==> config.mk <==
export PLATFORM = sky130hd
export DESIGN_NAME = fcba_ctrl
export DESIGN_NICKNAME = d
export VERILOG_FILES = /design/src/rtl/fcba_pkg.sv /design/src/rtl/fcba_ctrl.sv
export SDC_FILE = /design/constraint.sdc
export NUM_CORES = 1
export LEC_CHECK = 0
export BUFFER_PORTS_ARGS = -buffer_cell sky130_fd_sc_hd__buf_4
export CAP_MARGIN = 20
export CORE_MARGIN = 3
export CORE_UTILIZATION = 54
export CTS_CLUSTER_DIAMETER = 30
export DETAILED_ROUTE_END_ITERATION = 10
export GPL_ROUTABILITY_DRIVEN = 0
export MAX_ROUTING_LAYER = met4
export PLACE_DENSITY = 0.79
export REMOVE_ABC_BUFFERS = 1
export SLEW_MARGIN = 20
export SYNTH_ARGS = -nofsm -noshare
export SYNTH_HDL_FRONTEND = slang
export SYNTH_SLANG_ARGS = --single-unit
==> constraint.sdc <==
create_clock -name clk -period 1.86 [get_ports clk]
set_input_delay 0.279 -clock clk [delete_from_list [all_inputs] [get_ports clk]]
set_output_delay 0.279 -clock clk [all_outputs]
set_load 0.01 [all_outputs]
==> src/rtl/fcba_pkg.sv <==
// Shared types, widths and codes of the chained block allocator.
package fcba_pkg;

  // Store geometry.
  localparam int TOTAL_BLOCKS = 4096;
  localparam int MAX_FILES    = 1024;
  localparam int BLK_W        = $clog2(TOTAL_BLOCKS);
  localparam int LINK_W       = BLK_W + 1;
  localparam int FID_W        = $clog2(MAX_FILES);
  localparam int ID_W         = FID_W + 1;
  localparam int AMT_W        = 28;
  localparam int BS_W         = 16;
  localparam int RSV_W        = 12;
  localparam int PROD_W       = AMT_W + BS_W;
  localparam int DIV_STEP_W   = 5;
  localparam int CFG_IDX_W    = 1;
  localparam int CFG_DATA_W   = 16;

  localparam logic [LINK_W-1:0] LINK_END   = LINK_W'(TOTAL_BLOCKS);
  localparam logic [AMT_W-1:0]  SIZE_LIMIT = {AMT_W{1'b1}};
  localparam logic [BS_W-1:0]   BS_RESET   = BS_W'(1024);
  localparam logic [RSV_W-1:0]  RSV_RESET  = RSV_W'(16);

  // Configuration register indexes.
  localparam logic [CFG_IDX_W-1:0] REG_BLOCK_SIZE = 1'b0;
  localparam logic [CFG_IDX_W-1:0] REG_RESERVED   = 1'b1;

  typedef enum logic [1:0] {
    ACT_CREATE = 2'd0,
    ACT_EXTEND = 2'd1,
    ACT_ACCESS = 2'd2,
    ACT_SHRINK = 2'd3
  } action_t;

  // Datapath operations issued by the controller, one per cycle.
  typedef enum logic [4:0] {
    OP_NONE,
    OP_CLEAR,
    OP_LATCH,
    OP_DIV_AMT,
    OP_DIV_SIZE,
    OP_MUL,
    OP_CNT_SET,
    OP_SCAN_RD,
    OP_CNT_CK,
    OP_GRAB_SET,
    OP_GRAB_CK,
    OP_GRAB_END,
    OP_WALK_SET,
    OP_WALK_RD,
    OP_WALK_WT,
    OP_CUT_RD,
    OP_CUT_WT,
    OP_FREE_RD,
    OP_CUT_END,
    OP_COMMIT,
    OP_PASS,
    OP_EMIT
  } dp_op_t;

  typedef struct packed {
    dp_op_t op;
  } dp_cmd_t;

  typedef struct packed {
    action_t act;
    logic    clr_done;
    logic    div_busy;
    logic    have_file;
    logic    amt_le_avail;
    logic    amt_le_size;
    logic    need_ok;
    logic    need_zero;
    logic    shrink_ok;
    logic    grown_ok;
    logic    amt_zero;
    logic    scan_end;
    logic    space_ok;
    logic    walk_end;
    logic    cur_valid;
    logic    grab_end;
    logic    out_busy;
  } dp_stat_t;

  typedef enum logic [4:0] {
    S_CLEAR,
    S_IDLE,
    S_CHECK,
    S_DIV,
    S_DIV_WAIT,
    S_NEED_CHK,
    S_MUL,
    S_MUL_CHK,
    S_CNT_SET,
    S_CNT_RD,
    S_CNT_CK,
    S_SPACE_CHK,
    S_WALK_SET,
    S_WALK_RD,
    S_WALK_WT,
    S_GRAB_SET,
    S_GRAB_RD,
    S_GRAB_CK,
    S_GRAB_END,
    S_CUT_RD,
    S_CUT_WT,
    S_FREE_RD,
    S_FREE_WT,
    S_CUT_END,
    S_COMMIT,
    S_ACCEPT,
    S_REJECT,
    S_DONE
  } ctrl_state_t;

endpackage

==> src/rtl/fcba_ctrl.sv <==
// Controller state machine sequencing each operation through the datapath.
module fcba_ctrl (
  input  logic               clk,
  input  logic               rst_n,
  input  logic               in_valid,
  output logic               in_ready,
  input  fcba_pkg::dp_stat_t stat,
  output fcba_pkg::dp_cmd_t  cmd
);

  fcba_pkg::ctrl_state_t state_r;
  fcba_pkg::ctrl_state_t state_nxt;

  always_ff @(posedge clk) begin
    if (!rst_n) begin
      state_r <= fcba_pkg::S_CLEAR;
    end else begin
      state_r <= state_nxt;
    end
  end

  // Next state.
  always_comb begin
    state_nxt = state_r;
    unique case (state_r)
      fcba_pkg::S_CLEAR:    if (stat.clr_done) state_nxt = fcba_pkg::S_IDLE;
      fcba_pkg::S_IDLE:     if (in_valid) state_nxt = fcba_pkg::S_CHECK;
      fcba_pkg::S_CHECK: begin
        case (stat.act)
          fcba_pkg::ACT_CREATE: state_nxt = fcba_pkg::S_DIV;
          fcba_pkg::ACT_EXTEND: state_nxt = (stat.have_file && stat.amt_le_avail) ?
                                            fcba_pkg::S_MUL : fcba_pkg::S_REJECT;
          fcba_pkg::ACT_ACCESS: state_nxt = (stat.have_file && stat.amt_le_size) ?
                                            fcba_pkg::S_DIV : fcba_pkg::S_REJECT;
          default:              state_nxt = stat.have_file ? fcba_pkg::S_DIV
                                                           : fcba_pkg::S_REJECT;
        endcase
      end
      fcba_pkg::S_DIV:      state_nxt = fcba_pkg::S_DIV_WAIT;
      fcba_pkg::S_DIV_WAIT: begin
        if (!stat.div_busy) begin
          state_nxt = (stat.act == fcba_pkg::ACT_CREATE || stat.act == fcba_pkg::ACT_SHRINK) ?
                      fcba_pkg::S_NEED_CHK : fcba_pkg::S_WALK_SET;
        end
      end
      fcba_pkg::S_NEED_CHK: begin
        if (stat.act == fcba_pkg::ACT_CREATE) begin
          if (!stat.need_ok)      state_nxt = fcba_pkg::S_REJECT;
          else if (stat.need_zero) state_nxt = fcba_pkg::S_COMMIT;
          else                     state_nxt = fcba_pkg::S_CNT_SET;
        end else begin
          state_nxt = stat.shrink_ok ? fcba_pkg::S_MUL : fcba_pkg::S_REJECT;
        end
      end
      fcba_pkg::S_MUL:      state_nxt = fcba_pkg::S_MUL_CHK;
      fcba_pkg::S_MUL_CHK: begin
        if (stat.act == fcba_pkg::ACT_SHRINK) state_nxt = fcba_pkg::S_WALK_SET;
        else if (!stat.grown_ok)              state_nxt = fcba_pkg::S_REJECT;
        else if (stat.amt_zero)               state_nxt = fcba_pkg::S_ACCEPT;
        else                                  state_nxt = fcba_pkg::S_CNT_SET;
      end
      fcba_pkg::S_CNT_SET:  state_nxt = fcba_pkg::S_CNT_RD;
      fcba_pkg::S_CNT_RD:   state_nxt = stat.scan_end ? fcba_pkg::S_SPACE_CHK : fcba_pkg::S_CNT_CK;
      fcba_pkg::S_CNT_CK:   state_nxt = fcba_pkg::S_CNT_RD;
      fcba_pkg::S_SPACE_CHK: begin
        if (!stat.space_ok)                   state_nxt = fcba_pkg::S_REJECT;
        else if (stat.act == fcba_pkg::ACT_CREATE) state_nxt = fcba_pkg::S_GRAB_SET;
        else                                  state_nxt = fcba_pkg::S_DIV;
      end
      fcba_pkg::S_WALK_SET: state_nxt = fcba_pkg::S_WALK_RD;
      fcba_pkg::S_WALK_RD: begin
        if (!stat.walk_end)                   state_nxt = fcba_pkg::S_WALK_WT;
        else if (stat.act == fcba_pkg::ACT_EXTEND) state_nxt = fcba_pkg::S_GRAB_SET;
        else if (stat.act == fcba_pkg::ACT_ACCESS) state_nxt = fcba_pkg::S_ACCEPT;
        else if (stat.cur_valid)              state_nxt = fcba_pkg::S_CUT_RD;
        else                                  state_nxt = fcba_pkg::S_COMMIT;
      end
      fcba_pkg::S_WALK_WT:  state_nxt = fcba_pkg::S_WALK_RD;
      fcba_pkg::S_GRAB_SET: state_nxt = fcba_pkg::S_GRAB_RD;
      fcba_pkg::S_GRAB_RD:  state_nxt = stat.grab_end ? fcba_pkg::S_GRAB_END : fcba_pkg::S_GRAB_CK;
      fcba_pkg::S_GRAB_CK:  state_nxt = fcba_pkg::S_GRAB_RD;
      fcba_pkg::S_GRAB_END: state_nxt = fcba_pkg::S_COMMIT;
      fcba_pkg::S_CUT_RD:   state_nxt = fcba_pkg::S_CUT_WT;
      fcba_pkg::S_CUT_WT:   state_nxt = fcba_pkg::S_FREE_RD;
      fcba_pkg::S_FREE_RD:  state_nxt = stat.walk_end ? fcba_pkg::S_CUT_END : fcba_pkg::S_FREE_WT;
      fcba_pkg::S_FREE_WT:  state_nxt = fcba_pkg::S_FREE_RD;
      fcba_pkg::S_CUT_END:  state_nxt = fcba_pkg::S_COMMIT;
      fcba_pkg::S_COMMIT:   state_nxt = fcba_pkg::S_ACCEPT;
      fcba_pkg::S_ACCEPT:   state_nxt = fcba_pkg::S_DONE;
      fcba_pkg::S_REJECT:   state_nxt = fcba_pkg::S_DONE;
      fcba_pkg::S_DONE:     if (!stat.out_busy) state_nxt = fcba_pkg::S_IDLE;
      default:              state_nxt = fcba_pkg::S_CLEAR;
    endcase
  end

  // Datapath operation and handshake per state.
  always_comb begin
    cmd.op   = fcba_pkg::OP_NONE;
    in_ready = 1'b0;
    unique case (state_r)
      fcba_pkg::S_CLEAR:    if (!stat.clr_done) cmd.op = fcba_pkg::OP_CLEAR;
      fcba_pkg::S_IDLE: begin
        in_ready = 1'b1;
        if (in_valid) cmd.op = fcba_pkg::OP_LATCH;
      end
      fcba_pkg::S_DIV: begin
        cmd.op = (stat.act == fcba_pkg::ACT_CREATE || stat.act == fcba_pkg::ACT_ACCESS) ?
                 fcba_pkg::OP_DIV_AMT : fcba_pkg::OP_DIV_SIZE;
      end
      fcba_pkg::S_MUL:      cmd.op = fcba_pkg::OP_MUL;
      fcba_pkg::S_CNT_SET:  cmd.op = fcba_pkg::OP_CNT_SET;
      fcba_pkg::S_CNT_RD:   if (!stat.scan_end) cmd.op = fcba_pkg::OP_SCAN_RD;
      fcba_pkg::S_CNT_CK:   cmd.op = fcba_pkg::OP_CNT_CK;
      fcba_pkg::S_WALK_SET: cmd.op = fcba_pkg::OP_WALK_SET;
      fcba_pkg::S_WALK_RD:  if (!stat.walk_end) cmd.op = fcba_pkg::OP_WALK_RD;
      fcba_pkg::S_WALK_WT:  cmd.op = fcba_pkg::OP_WALK_WT;
      fcba_pkg::S_GRAB_SET: cmd.op = fcba_pkg::OP_GRAB_SET;
      fcba_pkg::S_GRAB_RD:  if (!stat.grab_end) cmd.op = fcba_pkg::OP_SCAN_RD;
      fcba_pkg::S_GRAB_CK:  cmd.op = fcba_pkg::OP_GRAB_CK;
      fcba_pkg::S_GRAB_END: cmd.op = fcba_pkg::OP_GRAB_END;
      fcba_pkg::S_CUT_RD:   cmd.op = fcba_pkg::OP_CUT_RD;
      fcba_pkg::S_CUT_WT:   cmd.op = fcba_pkg::OP_CUT_WT;
      fcba_pkg::S_FREE_RD:  if (!stat.walk_end) cmd.op = fcba_pkg::OP_FREE_RD;
      fcba_pkg::S_FREE_WT:  cmd.op = fcba_pkg::OP_WALK_WT;
      fcba_pkg::S_CUT_END:  cmd.op = fcba_pkg::OP_CUT_END;
      fcba_pkg::S_COMMIT:   cmd.op = fcba_pkg::OP_COMMIT;
      fcba_pkg::S_ACCEPT:   cmd.op = fcba_pkg::OP_PASS;
      fcba_pkg::S_DONE:     if (!stat.out_busy) cmd.op = fcba_pkg::OP_EMIT;
      default: ;
    endcase
  end

`ifndef SYNTHESIS
  // An accepted item always goes to the first check.
  assert property (@(posedge clk) disable iff (!rst_n)
    (in_valid && in_ready) |=> (state_r == fcba_pkg::S_CHECK))
    else $error("accepted item did not enter the check state");

  // Starting a division makes the divider busy in the next cycle.
  assert property (@(posedge clk) disable iff (!rst_n)
    (state_r == fcba_pkg::S_DIV) |=> stat.div_busy)
    else $error("divider did not start");

  // A result handed to a free output register returns the block to idle.
  assert property (@(posedge clk) disable iff (!rst_n)
    (state_r == fcba_pkg::S_DONE && !stat.out_busy) |=> (state_r == fcba_pkg::S_IDLE))
    else $error("result emitted without returning to idle");

  // No item is taken before the clearing sweep has finished.
  assert property (@(posedge clk) disable iff (!rst_n)
    in_ready |-> stat.clr_done)
    else $error("item accepted during the clearing sweep");
`endif

endmodule

Yosys cells after proc, flatten, opt, wreduce, memory -nomap -nowiden
Cells that the tools add are included.
Word-level totals
  logic and storage cells: 85
  register bits after elaboration: 5
  output and inout port bits: 6
  bits of input ports: 21
Operators by class
  equal/unequal tests: 34
  reduce and logical (&&, ||, !) cells: 14
  multiplexer cells: 36
Operators with widths (count)
  5-bit case mux with 22 select lines: 1
  5-bit case mux with 21 select lines: 1
  5-bit 2-to-1 mux: 19
  5-bit equality test (second input constant): 12
  5-bit by 4-bit equality test with 1-bit output (second input constant): 8
  5-bit by 3-bit equality test with 1-bit output (second input constant): 4
  4-bit 2-to-1 mux: 5
  5-bit case mux with 3 select lines: 1
  2-bit OR reduction: 7
  5-bit by 2-bit equality test with 1-bit output (second input constant): 2
  3-bit 2-to-1 mux: 3
  2-bit != test (second input constant): 4
  5-bit by 1-bit equality test with 1-bit output (second input constant): 1
  5-bit logical NOT: 1
  2-bit equality test (second input constant): 2
  1-bit 2-to-1 mux: 4
  2-bit 2-to-1 mux: 2
  4-bit AND reduction: 1
  2-bit by 1-bit equality test with 1-bit output (second input constant): 1
  1-bit logical AND: 2
  2-bit logical NOT: 1
  1-bit logical OR: 2

Depth between registers and ports, before layout
  depth after elaboration: 5
  depth in mapped cells: 7

Worst setup path after synthesis
Ideal clock, no wire load.
  kind: reg-to-output
  start: register state_r[3]
  end: output cmd[0] (netlist name)
  stages on the path, launching flop included: 6
  data arrival time: 1.312 ns
  slack: 0.269 ns
  path buffers: 1
  path through: dfxtp_1 > buf_4 > and2b_1 > a32o_1 > a221oi_1 > o311ai_1
RTL lines
  from (decl): RTL line fcba_ctrl.sv:11  | fcba_pkg::ctrl_state_t state_r;
  from (signal assigned): RTL line fcba_ctrl.sv:16  | state_r <= fcba_pkg::S_CLEAR;
  from (signal assigned): RTL line fcba_ctrl.sv:18  | state_r <= state_nxt;
  to (decl): RTL line fcba_ctrl.sv:8  | output fcba_pkg::dp_cmd_t cmd

==> flow_summary.yaml <==
place:
  number_of_buffers_added_on_ports: 26
  placed_cells: 240
  place_hpwl_um: 3094
cts:
  clock-root-buffer: "sky130_fd_sc_hd__clkbuf_4"
  ctsLongestPathBuffers: 2
  cts_num_sinks: 5
  worstSkewPairLatency_ps: 260
  post_cts_hold_buffer_count: 0
  tritoncts: "built"
  worst_setup_hold_path_clk_slew_ps: 60
  cts-buffers-inserted: 3
  cts.htree.levels: 1
setup_path:
  cp_data_arrival_time_ps: 1810
  critical_path_required_ps: 1580
  crit_path_start_kind: "flip-flop"
  worstSetupPathType: "reg -> out"
  path_max_fanout: 4
  cp-end-kind: "primary output"
logic_synthesis:
  syn_inst: 177
  yosys_warnings: 0
  number_of_flops_mapped_to_enable_cells_by_yosys: 0
  synth-main-ff-cell: "sky130_fd_sc_hd__dfxtp_1"
  synth_top_cell_by_area: "sky130_fd_sc_hd__dfxtp_1"
  ys_top_cells_by_area: "sky130_fd_sc_hd__dfxtp_1, sky130_fd_sc_hd__o21ai_0, sky130_fd_sc_hd__a21oi_1"
  synth_seq_cells: 5
  synth_top_family_by_area: "simple AND/OR/NAND/NOR gates"
  synthDominantCellAreaShare: 0.08611
  synth_compound_area_frac: 0.3724
  synth_common_cells: "sky130_fd_sc_hd__nand2_1, sky130_fd_sc_hd__o21ai_0, sky130_fd_sc_hd__a21oi_1"
  post_synth_and_or_nand_nor_area_fraction: 0.3757
  post-synth-top-count-cell: "sky130_fd_sc_hd__nand2_1"
  synth_seq_area_share: 0.08611
  ys_types: 52
  synth_mux_area_frac: 0.01830
  post_synth.cell_area_avg_um2: 6.567
  syn_area_um2: 1162
  xor_xnor_share_of_the_synthesized_area: 0
  postSynth.asyncResetShare: 0
  synth-adder-area-share: 0.05382
global_routing:
  gr_ovfl_total: 0
  vias_in_the_first_global_route: 1437
  antenna_found_initial: 0
  grt_use_total: 0.3190
  grt_start_max_net_pins: 15
  global_route_wire_length_before_repair_um: 6479
outcome:
  violated_checks: "setup timing"
  status: "finished with violations"
routing:
  number_of_remaining_drc_errors: 0
  detail_route.wirelength_um: 5146
  vias_per_cell: 6.873
  via_count: 1725
  drt-wirelength-per-cell_um: 20.50
  detailedRoute.firstPassIterationCount: 6
  ant_nets: 0
  detailedRoute.firstIterationViolations: 188
layout:
  biggestRegsByFlops: "state_r (5)"
  largest_reg_flops: 5
  drive_gt1_frac: 0.3795
  area.growth.synth_to_final_pct: 46.61
  instances_no_fill: 251
  layout.nets: 251
  diodes: 0
  regMostFlops: "state_r"
sta:
  fmax_ghz: 0.4780
  worst_pin_slew_ps: 423.1
  report.final.hold_viol_count: 0
  slew_viol_final: 0
  layout_min_cycle_time_ps: 2092
  setup_slack_ps: -232.1
  tcrit_tclk_final: 1.125
  rsz_0062_raised_after_global_routing: "true"
  setup_viol: 6
  fin_worst_skew_ps: 12.05
  setup-tns-final_ps: -566.2
  relSlewSlack: 0.7157
floorplan:
  die_width_um: 52.40
  start_util: 0.5806
  design.die.area_um2: 2745
  pin_count: 27
  core_um2: 2002
  floorplan.die.height_um: 52.40
  fp-row-count: 16
power:
  report.power.total_mw: 1.687
  power_per_cell_area_nw_per_um2: 990.1
  total_leakage_power_nw: 0.7083
  ir_worst_vdd_mv: 0.8100
worst_hold_path:
  worstHoldPathType: "in -> reg"
flow_run:
  maxCapViolations: 0
final timing paths:
check / slack, ps / endpoint / from / cells past startpoint
hold / removal: 290 / state_r[2] / rst_n / 3
setup / recovery: -230 / cmd[0] / state_r[4] / 5
setup reg to reg: -130 / state_r[4] / state_r[4] / 7
hold reg to reg: 560 / state_r[0] / state_r[3] / 2
repair_timing:
| action | CTS | global route |
|---|---|---|
| buffers inserted | 1 | 6 |
| setup endpoints to repair | 5 | 6 |
| pin swaps | 1 | 4 |
| gates resized for setup | 13 | 23 |
area by class of cell:
class                      count  area (um^2)
tap                           27        33.78
inverter                      11        41.29
clock buffer                   4        26.28
multi-input combinational    149         1044
fill                         121        297.8
timing repair buffer          55        440.4
sequential                     5        118.9
critical path, stage by stage (launching register included):
cell,delay [ps]
sky130_fd_sc_hd__dfxtp_4,380
sky130_fd_sc_hd__and2b_2,240
sky130_fd_sc_hd__a32o_1,270
sky130_fd_sc_hd__a221oi_2,320
sky130_fd_sc_hd__o311ai_2,170
sky130_fd_sc_hd__buf_4,180
report_power, final:
group | total [mW] | switching, mW | internal (mW)
logic | 1.32 | 0.724 | 0.594
registers | 0.226 | 0.0747 | 0.151
clock network | 0.143 | 0.0611 | 0.0822
metal layers:
layer  vias to the layer above  part of all wire  global-route usage
met5                         -                 0                   -
met4                         0             0.064             0.06383
met3                        53              0.13             0.04558
met2                       165              0.45              0.5227
met1                       747              0.36              0.4171
li1                        760                 -                   -
cell families after synthesis:
group                    Yosys count
AND/OR/NAND/NOR                   78
AO/OA/AOI/OAI                     64
buffers and inverters             23
adder cells (fa/ha/maj)            5
flip-flops                         5
multiplexers                       2
cell usage in the layout (no fill, tap or decap), types with 6 or more instances in the layout:
| master | n |
|---|---|
| sky130_fd_sc_hd__a21oi_1 | 13 |
| sky130_fd_sc_hd__a31oi_1 | 6 |
| sky130_fd_sc_hd__buf_4 | 51 |
| sky130_fd_sc_hd__inv_1 | 11 |
| sky130_fd_sc_hd__nand2_1 | 18 |
| sky130_fd_sc_hd__nand3_1 | 7 |
| sky130_fd_sc_hd__nor2_1 | 7 |
| sky130_fd_sc_hd__nor2b_1 | 6 |
| sky130_fd_sc_hd__o21ai_0 | 14 |
stage by stage:
stage | setup WS (ps) | hold WS [ps] | utilization | area, um^2
floorplan | 18.54 | 410.8 | - | 1095
global placement | 81.23 | 557.6 | 0.7438 | 1489
detailed placement | 58.51 | 554.5 | 0.7438 | 1489
CTS | -52.27 | 289.6 | 0.7775 | 1556
global route | -308.7 | 295.2 | 0.8513 | 1704
finish | -232.1 | 293.6 | 0.8513 | 1704
(Power assumes the default switching activity.)
